<file path="src/sha256_pkg.sv">
// Package for the SHA-256 stream hash: commands, round constants and round functions.
// Depends on nothing; used by the engine, the controller and the top level.
`default_nettype none
package sha256_pkg;

    typedef enum logic [1:0] {
        CMD_ABSORB        = 2'd0,
        CMD_ABSORB_FINISH = 2'd1,
        CMD_FINISH        = 2'd2,
        CMD_UNUSED        = 2'd3
    } t_cmd;

    localparam logic [7:0] PAD_BYTE = 8'h80;

    // Request from the controller to the round engine.
    typedef struct packed {
        logic start;
        logic load_init;
    } t_eng_req;

    function automatic logic [31:0] f_k(input logic [5:0] idx);
        logic [31:0] k;
        case (idx)
            6'd0: k = 32'h428a2f98; 6'd1: k = 32'h71374491; 6'd2: k = 32'hb5c0fbcf;
            6'd3: k = 32'he9b5dba5; 6'd4: k = 32'h3956c25b; 6'd5: k = 32'h59f111f1;
            6'd6: k = 32'h923f82a4; 6'd7: k = 32'hab1c5ed5; 6'd8: k = 32'hd807aa98;
            6'd9: k = 32'h12835b01; 6'd10: k = 32'h243185be; 6'd11: k = 32'h550c7dc3;
            6'd12: k = 32'h72be5d74; 6'd13: k = 32'h80deb1fe; 6'd14: k = 32'h9bdc06a7;
            6'd15: k = 32'hc19bf174; 6'd16: k = 32'he49b69c1; 6'd17: k = 32'hefbe4786;
            6'd18: k = 32'h0fc19dc6; 6'd19: k = 32'h240ca1cc; 6'd20: k = 32'h2de92c6f;
            6'd21: k = 32'h4a7484aa; 6'd22: k = 32'h5cb0a9dc; 6'd23: k = 32'h76f988da;
            6'd24: k = 32'h983e5152; 6'd25: k = 32'ha831c66d; 6'd26: k = 32'hb00327c8;
            6'd27: k = 32'hbf597fc7; 6'd28: k = 32'hc6e00bf3; 6'd29: k = 32'hd5a79147;
            6'd30: k = 32'h06ca6351; 6'd31: k = 32'h14292967; 6'd32: k = 32'h27b70a85;
            6'd33: k = 32'h2e1b2138; 6'd34: k = 32'h4d2c6dfc; 6'd35: k = 32'h53380d13;
            6'd36: k = 32'h650a7354; 6'd37: k = 32'h766a0abb; 6'd38: k = 32'h81c2c92e;
            6'd39: k = 32'h92722c85; 6'd40: k = 32'ha2bfe8a1; 6'd41: k = 32'ha81a664b;
            6'd42: k = 32'hc24b8b70; 6'd43: k = 32'hc76c51a3; 6'd44: k = 32'hd192e819;
            6'd45: k = 32'hd6990624; 6'd46: k = 32'hf40e3585; 6'd47: k = 32'h106aa070;
            6'd48: k = 32'h19a4c116; 6'd49: k = 32'h1e376c08; 6'd50: k = 32'h2748774c;
            6'd51: k = 32'h34b0bcb5; 6'd52: k = 32'h391c0cb3; 6'd53: k = 32'h4ed8aa4a;
            6'd54: k = 32'h5b9cca4f; 6'd55: k = 32'h682e6ff3; 6'd56: k = 32'h748f82ee;
            6'd57: k = 32'h78a5636f; 6'd58: k = 32'h84c87814; 6'd59: k = 32'h8cc70208;
            6'd60: k = 32'h90befffa; 6'd61: k = 32'ha4506ceb; 6'd62: k = 32'hbef9a3f7;
            default: k = 32'hc67178f2;
        endcase
        return k;
    endfunction

    function automatic logic [31:0] f_h_init(input logic [2:0] idx);
        logic [31:0] h;
        case (idx)
            3'd0: h = 32'h6a09e667; 3'd1: h = 32'hbb67ae85;
            3'd2: h = 32'h3c6ef372; 3'd3: h = 32'ha54ff53a;
            3'd4: h = 32'h510e527f; 3'd5: h = 32'h9b05688c;
            3'd6: h = 32'h1f83d9ab; default: h = 32'h5be0cd19;
        endcase
        return h;
    endfunction

    function automatic logic [31:0] f_rotr(input logic [31:0] v, input int n);
        return (v >> n) | (v << (32 - n));
    endfunction

    function automatic logic [31:0] f_sig0(input logic [31:0] x);
        return f_rotr(x, 7) ^ f_rotr(x, 18) ^ (x >> 3);
    endfunction

    function automatic logic [31:0] f_sig1(input logic [31:0] x);
        return f_rotr(x, 17) ^ f_rotr(x, 19) ^ (x >> 10);
    endfunction

endpackage
`default_nettype wire

</file>
<file path="src/sha256_engine.sv">
// Round engine: block words in a 16-entry memory, one SHA-256 round per cycle from
// round 16 on, chaining words in registers. Depends on sha256_pkg.
`default_nettype none
module sha256_engine
    import sha256_pkg::*;
(
    input  wire logic        i_clk,
    input  wire logic        i_rst_n,
    input  wire t_eng_req    i_req,
    // Word write port from the controller (byte lanes, big-endian in word).
    input  wire logic        i_wr_en,
    input  wire logic [3:0]  i_wr_addr,
    input  wire logic [1:0]  i_wr_lane,
    input  wire logic [7:0]  i_wr_byte,
    input  wire logic        i_wr_clear,
    output logic             o_busy,
    input  wire logic [2:0]  i_h_sel,
    output logic [31:0]      o_h_word
);

    typedef enum logic [1:0] {S_IDLE, S_READ, S_ROUND, S_ADD} t_state;

    // Schedule memory: 16 words, one write and one registered read per cycle.
    logic [31:0] r_wmem [16];
    logic [31:0] r_rd;
    logic [3:0]  n_rd_addr;

    t_state      r_state;
    logic [5:0]  r_round;
    logic [31:0] r_h [8];
    logic [31:0] r_v [8];
    logic [31:0] r_w [16];   // rolling schedule window as shift line
    logic [31:0] w_cur;
    logic [31:0] t1, t2, s0, s1, ch, mj;

    assign n_rd_addr = r_round[3:0];

    // Byte-lane writes. A write to lane 0 clears the rest of the word, so the
    // bytes past the fill point of a word never hold data of an earlier block.
    always_ff @(posedge i_clk) begin
        if (i_wr_en) begin
            if (i_wr_clear) r_wmem[i_wr_addr] <= '0;
            else if (i_wr_lane == 2'd0) r_wmem[i_wr_addr] <= {i_wr_byte, 24'd0};
            else r_wmem[i_wr_addr][8*(3-i_wr_lane) +: 8] <= i_wr_byte;
        end
        r_rd <= r_wmem[n_rd_addr];
    end

    // Schedule word of the current round.
    always_comb begin
        if (r_round < 6'd16) w_cur = r_rd;
        else w_cur = f_sig1(r_w[14]) + r_w[9] + f_sig0(r_w[1]) + r_w[0];
        s1 = f_rotr(r_v[4], 6) ^ f_rotr(r_v[4], 11) ^ f_rotr(r_v[4], 25);
        ch = (r_v[4] & r_v[5]) ^ (~r_v[4] & r_v[6]);
        t1 = r_v[7] + s1 + ch + f_k(r_round) + w_cur;
        s0 = f_rotr(r_v[0], 2) ^ f_rotr(r_v[0], 13) ^ f_rotr(r_v[0], 22);
        mj = (r_v[0] & r_v[1]) ^ (r_v[0] & r_v[2]) ^ (r_v[1] & r_v[2]);
        t2 = s0 + mj;
    end

    // Sequencer and round registers.
    always_ff @(posedge i_clk) begin
        if (!i_rst_n) begin
            r_state <= S_IDLE;
            r_round <= '0;
            for (int i = 0; i < 8; i++) r_h[i] <= f_h_init(3'(i));
        end else begin
            case (r_state)
                S_IDLE: begin
                    if (i_req.load_init) begin
                        for (int i = 0; i < 8; i++) r_h[i] <= f_h_init(3'(i));
                    end
                    if (i_req.start) begin
                        r_round <= '0;
                        for (int i = 0; i < 8; i++) r_v[i] <= r_h[i];
                        r_state <= S_READ;
                    end
                end
                S_READ: r_state <= S_ROUND;
                S_ROUND: begin
                    for (int i = 0; i < 15; i++) r_w[i] <= r_w[i+1];
                    r_w[15] <= w_cur;
                    r_v[7] <= r_v[6]; r_v[6] <= r_v[5]; r_v[5] <= r_v[4];
                    r_v[4] <= r_v[3] + t1;
                    r_v[3] <= r_v[2]; r_v[2] <= r_v[1]; r_v[1] <= r_v[0];
                    r_v[0] <= t1 + t2;
                    r_round <= r_round + 6'd1;
                    if (r_round == 6'd63) r_state <= S_ADD;
                    else if (r_round < 6'd15) r_state <= S_READ;
                end
                S_ADD: begin
                    for (int i = 0; i < 8; i++) r_h[i] <= r_h[i] + r_v[i];
                    r_state <= S_IDLE;
                end
                default: r_state <= S_IDLE;
            endcase
        end
    end

    assign o_busy   = (r_state != S_IDLE);
    assign o_h_word = r_h[i_h_sel];

endmodule
`default_nettype wire

</file>
<file path="src/sha256_ctrl.sv">
// Byte collection, padding and digest output sequencing for the stream hash.
// Depends on sha256_pkg; drives sha256_engine.
`default_nettype none
module sha256_ctrl
    import sha256_pkg::*;
(
    input  wire logic        i_clk,
    input  wire logic        i_rst_n,
    input  wire logic        i_in_valid,
    output logic             o_in_ready,
    input  wire logic [1:0]  i_cmd,
    input  wire logic [7:0]  i_byte,
    output logic             o_out_valid,
    input  wire logic        i_out_ready,
    output logic [31:0]      o_out_word,
    output logic [2:0]       o_out_index,
    output logic             o_out_last,
    output t_eng_req         o_req,
    output logic             o_wr_en,
    output logic [3:0]       o_wr_addr,
    output logic [1:0]       o_wr_lane,
    output logic [7:0]       o_wr_byte,
    output logic             o_wr_clear,
    input  wire logic        i_busy,
    output logic [2:0]       o_h_sel,
    input  wire logic [31:0] i_h_word
);

    typedef enum logic [2:0] {
        S_IDLE, S_WAIT, S_PAD, S_ZERO, S_LEN, S_FINAL, S_OUT
    } t_state;

    t_state      r_state;
    logic [5:0]  r_fill;
    logic [63:0] r_bits;
    // Finish pending after a full-block compress; during padding, set when the
    // padded block without room for the length is sent to be compressed.
    logic        r_fin;
    logic [3:0]  r_cnt;
    logic [2:0]  r_idx;
    logic        r_go;
    logic        r_out_valid;
    logic [31:0] r_out_word;
    logic [2:0]  r_out_index;
    logic        r_init;

    logic acc;
    assign acc = i_in_valid && o_in_ready;
    assign o_in_ready = (r_state == S_IDLE) && !i_busy && !r_go;

    // Byte writes go straight to the engine memory.
    always_comb begin
        o_wr_en = 1'b0; o_wr_addr = r_fill[5:2]; o_wr_lane = r_fill[1:0];
        o_wr_byte = i_byte; o_wr_clear = 1'b0;
        case (r_state)
            S_IDLE: o_wr_en = acc && (i_cmd == CMD_ABSORB || i_cmd == CMD_ABSORB_FINISH);
            S_PAD: begin o_wr_en = 1'b1; o_wr_byte = PAD_BYTE; end
            S_ZERO: begin o_wr_en = 1'b1; o_wr_addr = r_cnt; o_wr_clear = 1'b1; end
            S_LEN: begin
                o_wr_en = 1'b1; o_wr_addr = {3'b111, r_cnt[2]}; o_wr_lane = r_cnt[1:0];
                o_wr_byte = r_bits[8*(7-r_cnt[2:0]) +: 8];
            end
            default: ;
        endcase
    end

    assign o_req.start     = r_go;
    assign o_req.load_init = r_init;
    assign o_h_sel         = r_idx;

    always_ff @(posedge i_clk) begin
        if (!i_rst_n) begin
            r_state <= S_IDLE; r_fill <= '0; r_bits <= '0; r_fin <= 1'b0;
            r_go <= 1'b0; r_out_valid <= 1'b0; r_idx <= '0; r_init <= 1'b0;
            r_cnt <= '0; r_out_word <= '0; r_out_index <= '0;
        end else begin
            r_go <= 1'b0; r_init <= 1'b0;
            case (r_state)
                S_IDLE: if (acc) begin
                    if (i_cmd == CMD_ABSORB || i_cmd == CMD_ABSORB_FINISH) begin
                        r_bits <= r_bits + 64'd8;
                        r_fill <= r_fill + 6'd1;
                        r_fin  <= (i_cmd == CMD_ABSORB_FINISH);
                        if (r_fill == 6'd63) begin
                            r_go <= 1'b1; r_state <= S_WAIT;
                        end else if (i_cmd == CMD_ABSORB_FINISH) r_state <= S_PAD;
                    end else if (i_cmd == CMD_FINISH) r_state <= S_PAD;
                end
                S_WAIT: if (!r_go && !i_busy) begin
                    r_state <= r_fin ? S_PAD : S_IDLE;
                end
                // Pad byte, then zero the words after it.
                S_PAD: begin
                    r_fin <= 1'b0;
                    r_cnt <= r_fill[5:2] + 4'd1;
                    r_fill <= r_fill + 6'd1;
                    if (r_fill[5:2] == 4'd15) r_state <= S_FINAL;
                    else r_state <= S_ZERO;
                end
                S_ZERO: begin
                    r_cnt <= r_cnt + 4'd1;
                    if (r_cnt == 4'd15) begin
                        r_state <= S_FINAL;
                    end
                end
                // Room check: length goes in words 14 and 15. Without room the
                // padded block is compressed first and a zero block follows.
                S_FINAL: if (!r_go && !i_busy) begin
                    if (r_fin) begin
                        r_fin <= 1'b0; r_cnt <= 4'd0; r_state <= S_ZERO;
                        r_fill <= 6'd56;
                    end else if (r_fill > 6'd56 || r_fill == 6'd0) begin
                        r_fin <= 1'b1; r_go <= 1'b1;
                    end else begin
                        r_cnt <= 4'd0; r_state <= S_LEN;
                    end
                end
                S_LEN: begin
                    r_cnt <= r_cnt + 4'd1;
                    if (r_cnt == 4'd7) begin
                        r_go <= 1'b1; r_state <= S_OUT; r_idx <= '0;
                    end
                end
                S_OUT: if (!r_go && !i_busy) begin
                    if (!r_out_valid || i_out_ready) begin
                        if (r_out_valid && o_out_last) begin
                            r_out_valid <= 1'b0; r_init <= 1'b1;
                            r_fill <= '0; r_bits <= '0; r_state <= S_IDLE;
                        end else begin
                            r_out_valid <= 1'b1; r_out_word <= i_h_word;
                            r_out_index <= r_idx; r_idx <= r_idx + 3'd1;
                        end
                    end
                end
                default: r_state <= S_IDLE;
            endcase
        end
    end

    assign o_out_valid = r_out_valid;
    assign o_out_word  = r_out_word;
    assign o_out_index = r_out_index;
    assign o_out_last  = (r_out_index == 3'd7);

endmodule
`default_nettype wire

</file>
<file path="src/sha256_stream_hash.sv">
// Top level of the SHA-256 stream hash; joins the controller and the round engine.
// Depends on sha256_pkg, sha256_ctrl and sha256_engine.
//
// Usage: one message byte per input transaction. s_axis_tdata[1:0] is the command
// (absorb, absorb then finish, finish), s_axis_tdata[9:2] the byte. Every 64th
// byte starts a compression (16 memory reads interleaved with the first 16
// rounds, then 48 rounds and the final add), and s_axis_tready stays low until
// it is done. A finish pads the block, writes the length and compresses; when the
// length does not fit, the padded block is compressed first and the length goes
// in an extra block. Eight digest transactions H0..H7 then follow on the master
// side, one per cycle while the receiver is ready, the last with tlast high.
// A stalled receiver holds the current word; the input stays blocked until all
// eight words are taken, then the chaining words return to the initial values.
// Reset clears fill count and bit length and loads the initial chaining words.
`default_nettype none
module sha256_stream_hash
    import sha256_pkg::*;
(
    input  wire logic        i_clk,
    input  wire logic        i_rst_n,
    input  wire logic        s_axis_tvalid,
    output logic             s_axis_tready,
    input  wire logic [15:0] s_axis_tdata,  // [1:0] cmd, [9:2] data_byte, rest zero
    output logic             m_axis_tvalid,
    input  wire logic        m_axis_tready,
    output logic [39:0]      m_axis_tdata,  // [31:0] digest_word, [34:32] word_index
    output logic             m_axis_tlast   // last_word
);

    t_eng_req    w_req;
    logic        w_wr_en, w_wr_clear, w_busy;
    logic [3:0]  w_wr_addr;
    logic [1:0]  w_wr_lane;
    logic [7:0]  w_wr_byte;
    logic [2:0]  w_h_sel, w_idx;
    logic [31:0] w_h_word, w_word;

    sha256_ctrl u_ctrl (
        .i_clk(i_clk), .i_rst_n(i_rst_n),
        .i_in_valid(s_axis_tvalid), .o_in_ready(s_axis_tready),
        .i_cmd(s_axis_tdata[1:0]), .i_byte(s_axis_tdata[9:2]),
        .o_out_valid(m_axis_tvalid), .i_out_ready(m_axis_tready),
        .o_out_word(w_word), .o_out_index(w_idx), .o_out_last(m_axis_tlast),
        .o_req(w_req), .o_wr_en(w_wr_en), .o_wr_addr(w_wr_addr),
        .o_wr_lane(w_wr_lane), .o_wr_byte(w_wr_byte), .o_wr_clear(w_wr_clear),
        .i_busy(w_busy), .o_h_sel(w_h_sel), .i_h_word(w_h_word)
    );

    sha256_engine u_engine (
        .i_clk(i_clk), .i_rst_n(i_rst_n), .i_req(w_req),
        .i_wr_en(w_wr_en), .i_wr_addr(w_wr_addr), .i_wr_lane(w_wr_lane),
        .i_wr_byte(w_wr_byte), .i_wr_clear(w_wr_clear), .o_busy(w_busy),
        .i_h_sel(w_h_sel), .o_h_word(w_h_word)
    );

    assign m_axis_tdata = {5'd0, w_idx, w_word};

endmodule
`default_nettype wire

</file>
<file path="config.mk">
export PLATFORM = sky130hd
export DESIGN_NAME = sha256_stream_hash
export DESIGN_NICKNAME = d
export VERILOG_FILES = /design/src/sha256_pkg.sv /design/src/sha256_engine.sv /design/src/sha256_ctrl.sv /design/src/sha256_stream_hash.sv
export SDC_FILE = /design/constraint.sdc
export NUM_CORES = 2
export LEC_CHECK = 0
export CAP_MARGIN = 40
export CORE_MARGIN = 2
export CORE_UTILIZATION = 50
export CTS_CLUSTER_DIAMETER = 150
export DETAILED_ROUTE_END_ITERATION = 12
export DONT_BUFFER_PORTS = 1
export PLACE_DENSITY = 0.68
export SLEW_MARGIN = 0
export SYNTH_ARGS = -nofsm -noshare
export SYNTH_HDL_FRONTEND = slang
export SYNTH_SLANG_ARGS = --single-unit
export TNS_END_PERCENT = 30
</file>
<file path="constraint.sdc">
create_clock -name i_clk -period 16.54 [get_ports i_clk]
set_input_delay 1.654 -clock i_clk [delete_from_list [all_inputs] [get_ports i_clk]]
set_output_delay 1.654 -clock i_clk [all_outputs]
set_load 0.005 [all_outputs]
</file>
==> results.toml <==
[status]
status = "complete, no violations"

[setup_path]
reg2reg_to = "u_engine.r_v[0][31]"
required_ns = 17.10
cp-start-kind = "flip-flop"
cp_common_cell = "xnor2_1"
critPathMaxStageDelay_ns = 0.68
critPathCapture = "u_engine.r_v[0][31]"
path_max_fanout = 6
endpoint_kind = "flip-flop"
r2r_slack_ns = 5.79
cpMaxStageDelayCell = "o21ai_0"
rr_worst_depth = 36
cp_data_arrival_time_ns = 11.31
worstSetupStartpoint = "u_engine.r_w[1][210]"
rr_startpoint = "u_engine.r_w[1][210]"
path_class = "reg2reg"

[logic_synthesis]
yosys-top-cells-area = "edfxtp_1, mux4_2, ha_1"
synth_top_family_by_area = "simple AND/OR/NAND/NOR gates"
yosysSeqAreaShare = 0.541
yosys-top-cells-count = "edfxtp_1, nand2_1, nor2_1, ha_1, a21oi_1"
synth_ff_type = "edfxtp_1"
ys_ff_latch = 1724
synthCells = 7588
synth_adder_area_share = 0.0992
synth_edf_count = 1504
postSynthAreaPerCell_um2 = 12.1
yosysMostFrequentCell = "edfxtp_1"
synthArstFlopShare = 0
syn_area_um2 = 91600
ys_types = 101
synth-simple-area-share = 0.102
synth.largest_area_cell = "edfxtp_1"
synth_mux_area_frac = 0.0695
synth_top_cell_area_share = 0.493
synth-compound-area-share = 0.0989
yosysWarnings = 0
synthXorXnorAreaFrac = 0.0595

[layout]
regArea_um2 = 49600
drive_above_1_share = 0.0992
multi_input_area_um2 = 39400
fill_cells = 14914
fin_nets = 8178
areaGrowthSynthToFinish_pct = 10.1

[clock_tree]
cts_sinks = 1724
clkTransAtPathRegs_ns = 0.06
hold_buffers = 0
cts-resized-gates = 0
clk_latency_ns = 0.85
cts_tree = "built"
cts_root_buf = "clkbuf_16"
numCtsBuffers = 180
clk_path_buf_depth = 3
cts_setup_buffers = 0
cts.htree.levels = 4

[grt]
grt_pass1_vias = 58508
grt_max_degree = 194
grt_pass1_wl_um = 373000
antenna_found_initial = 11
grt.overflow.total = 0
grt_use_total = 0.266

[place]
hpwl_um = 181000
io_buffers = 0
gp_congestion = 0.954
place_ws_ns = 6.09

[sta]
worst_pin_slew_ns = 1.08
finalCritPeriodShare = 0.650
relSlewSlack = 0.283
hold_viol = 0
finClkSkew_ns = 0.0566
setup_slack_ns = 5.79
tns_ns = 0
slew_viol_final = 0
fin_crit_ns = 10.75
fmax_mhz = 93.0
rsz0062_at_grt = "false"
setup_viol = 0

[floorplanning]
io_pins = 63
num_rows = 157
start_util = 0.502
die_w_um = 432
die_area_um2 = 187000
die_height_um = 432
coreArea_um2 = 182000

[routing]
viasPerCell = 6.08
wire_per_inst_um = 24.7
postRouteAntennaNets = 0
drtIter0Drc = 7208
drcViolationCount = 0
routed_wl_um = 250000
via_count = 61491
drtPass1Iterations = 6

[power_and_ir_drop]
p_leak_nw = 35.4
vdd_drop_max_mv = 0.128
power_density_nw_per_um2 = 120

[worst_hold_path]
hold_class = "reg2reg"

[job]
maxCapViolations = 0
[layout make-up]
cell class,instances,area share
Sequential cell,1724,0.492
Multi-Input combinational cell,5150,0.391
Clock buffer,250,0.0503
Tap cell,2385,0.0296
Inverter,377,0.0142
Timing Repair Buffer,130,0.0123
Clock inverter,90,0.0110
Antenna cell,4,0.0000993
[flip-flops by register name, indices dropped and copies added (netlist names), 2 cells and up, named ones only]
| register | cells |
|---|---|
| u_engine.r_h | 256 |
| u_engine.r_round | 6 |
| u_ctrl.r_state | 3 |
| u_ctrl.o_h_sel | 3 |
| u_engine.r_v | 256 |
| u_ctrl.o_out_index | 3 |
| u_ctrl.r_fill | 6 |
| u_engine.r_rd | 32 |
| u_engine.r_wmem | 512 |
| u_ctrl.r_bits | 61 |
| u_ctrl.r_cnt | 4 |
| u_engine.r_w | 512 |
| u_ctrl.o_out_word | 32 |
| u_engine.r_state | 2 |
[worst max-delay path, delay by kind of cell, from the launching register on]
family	cells	cell delay [ns]
simple gates	5	1.11
buf+inv	1	0.07
fa+ha+maj	8	3.37
xor+xnor	6	1.32
compound gates	16	4.03
flops	1	0.53
[cell families after synthesis]
family                   count (synthesis)
XOR/XNOR                               620
AND/OR/NAND/NOR                       2158
multiplexers                           331
other                                    1
adder cells (fa/ha/maj)                613
AO/OA/AOI/OAI                         1423
buffers and inverters                  718
flip-flops                            1724
[power breakdown]
part	internal (mW)	total (mW)	switching [mW]
sequential	4.82	4.89	0.0655
clock	2.39	4.18	1.79
combinational	1.19	3.03	1.84
[cells in the final DEF, fill, tap and decap left out, drive strengths merged, types with 60 or more instances in the layout]
cell,instances
dfxtp,220
ha,400
nor2,552
xor2,254
nor2b,64
fa,195
mux4,240
a211oi,77
nand3,118
nor3,63
clkbuf,250
o21ai,371
nand2,1075
xnor2,365
edfxtp,1504
inv,387
buf,130
nand2b,66
a21oi,381
a21o,165
clkinv,60
[worst min path at each step]
stage | start | endpoint | depth (start not counted)
2_1_floorplan | u_engine.r_w[0][132] | u_engine.r_w[0][100] | 0
3_3_place_gp | u_engine.r_w[1][18] | u_engine.r_w[0][242] | 0
3_5_place_dp | u_engine.r_w[0][151] | u_engine.r_w[0][119] | 0
4_1_cts | u_engine.r_w[1][181] | u_engine.r_w[1][149] | 0
5_1_grt | u_engine.r_w[1][147] | u_engine.r_w[1][115] | 0
6_report | u_engine.r_w[1][181] | u_engine.r_w[1][149] | 0
[metrics by stage]
step | hold slack (ns) | std cells | util | instance area, um2 | power (mW)
2_1_floorplan | 0.400 | 7592 | - | 91600 | 7.11
3_3_place_gp | 0.400 | 9696 | 0.514 | 93800 | 7.86
3_5_place_dp | 0.405 | 9749 | 0.518 | 94500 | 7.93
4_1_cts | 0.407 | 10089 | 0.552 | 101000 | 12.1
5_1_grt | 0.409 | 10106 | 0.552 | 101000 | 12.6
6_report | 0.408 | 10110 | 0.552 | 101000 | 12.1
[layer usage]
| layer | vias up | routed length (um) | GRT usage |
|---|---|---|---|
| met5 | - | 81 | 0 |
| met4 | 12 | 7490 | 0.0816 |
| met3 | 406 | 22100 | 0.0462 |
| met2 | 2794 | 111000 | 0.402 |
| met1 | 30753 | 109000 | 0.393 |
| li1 | 27526 | - | - |
Note: power is estimated with default switching activity, not from simulation.
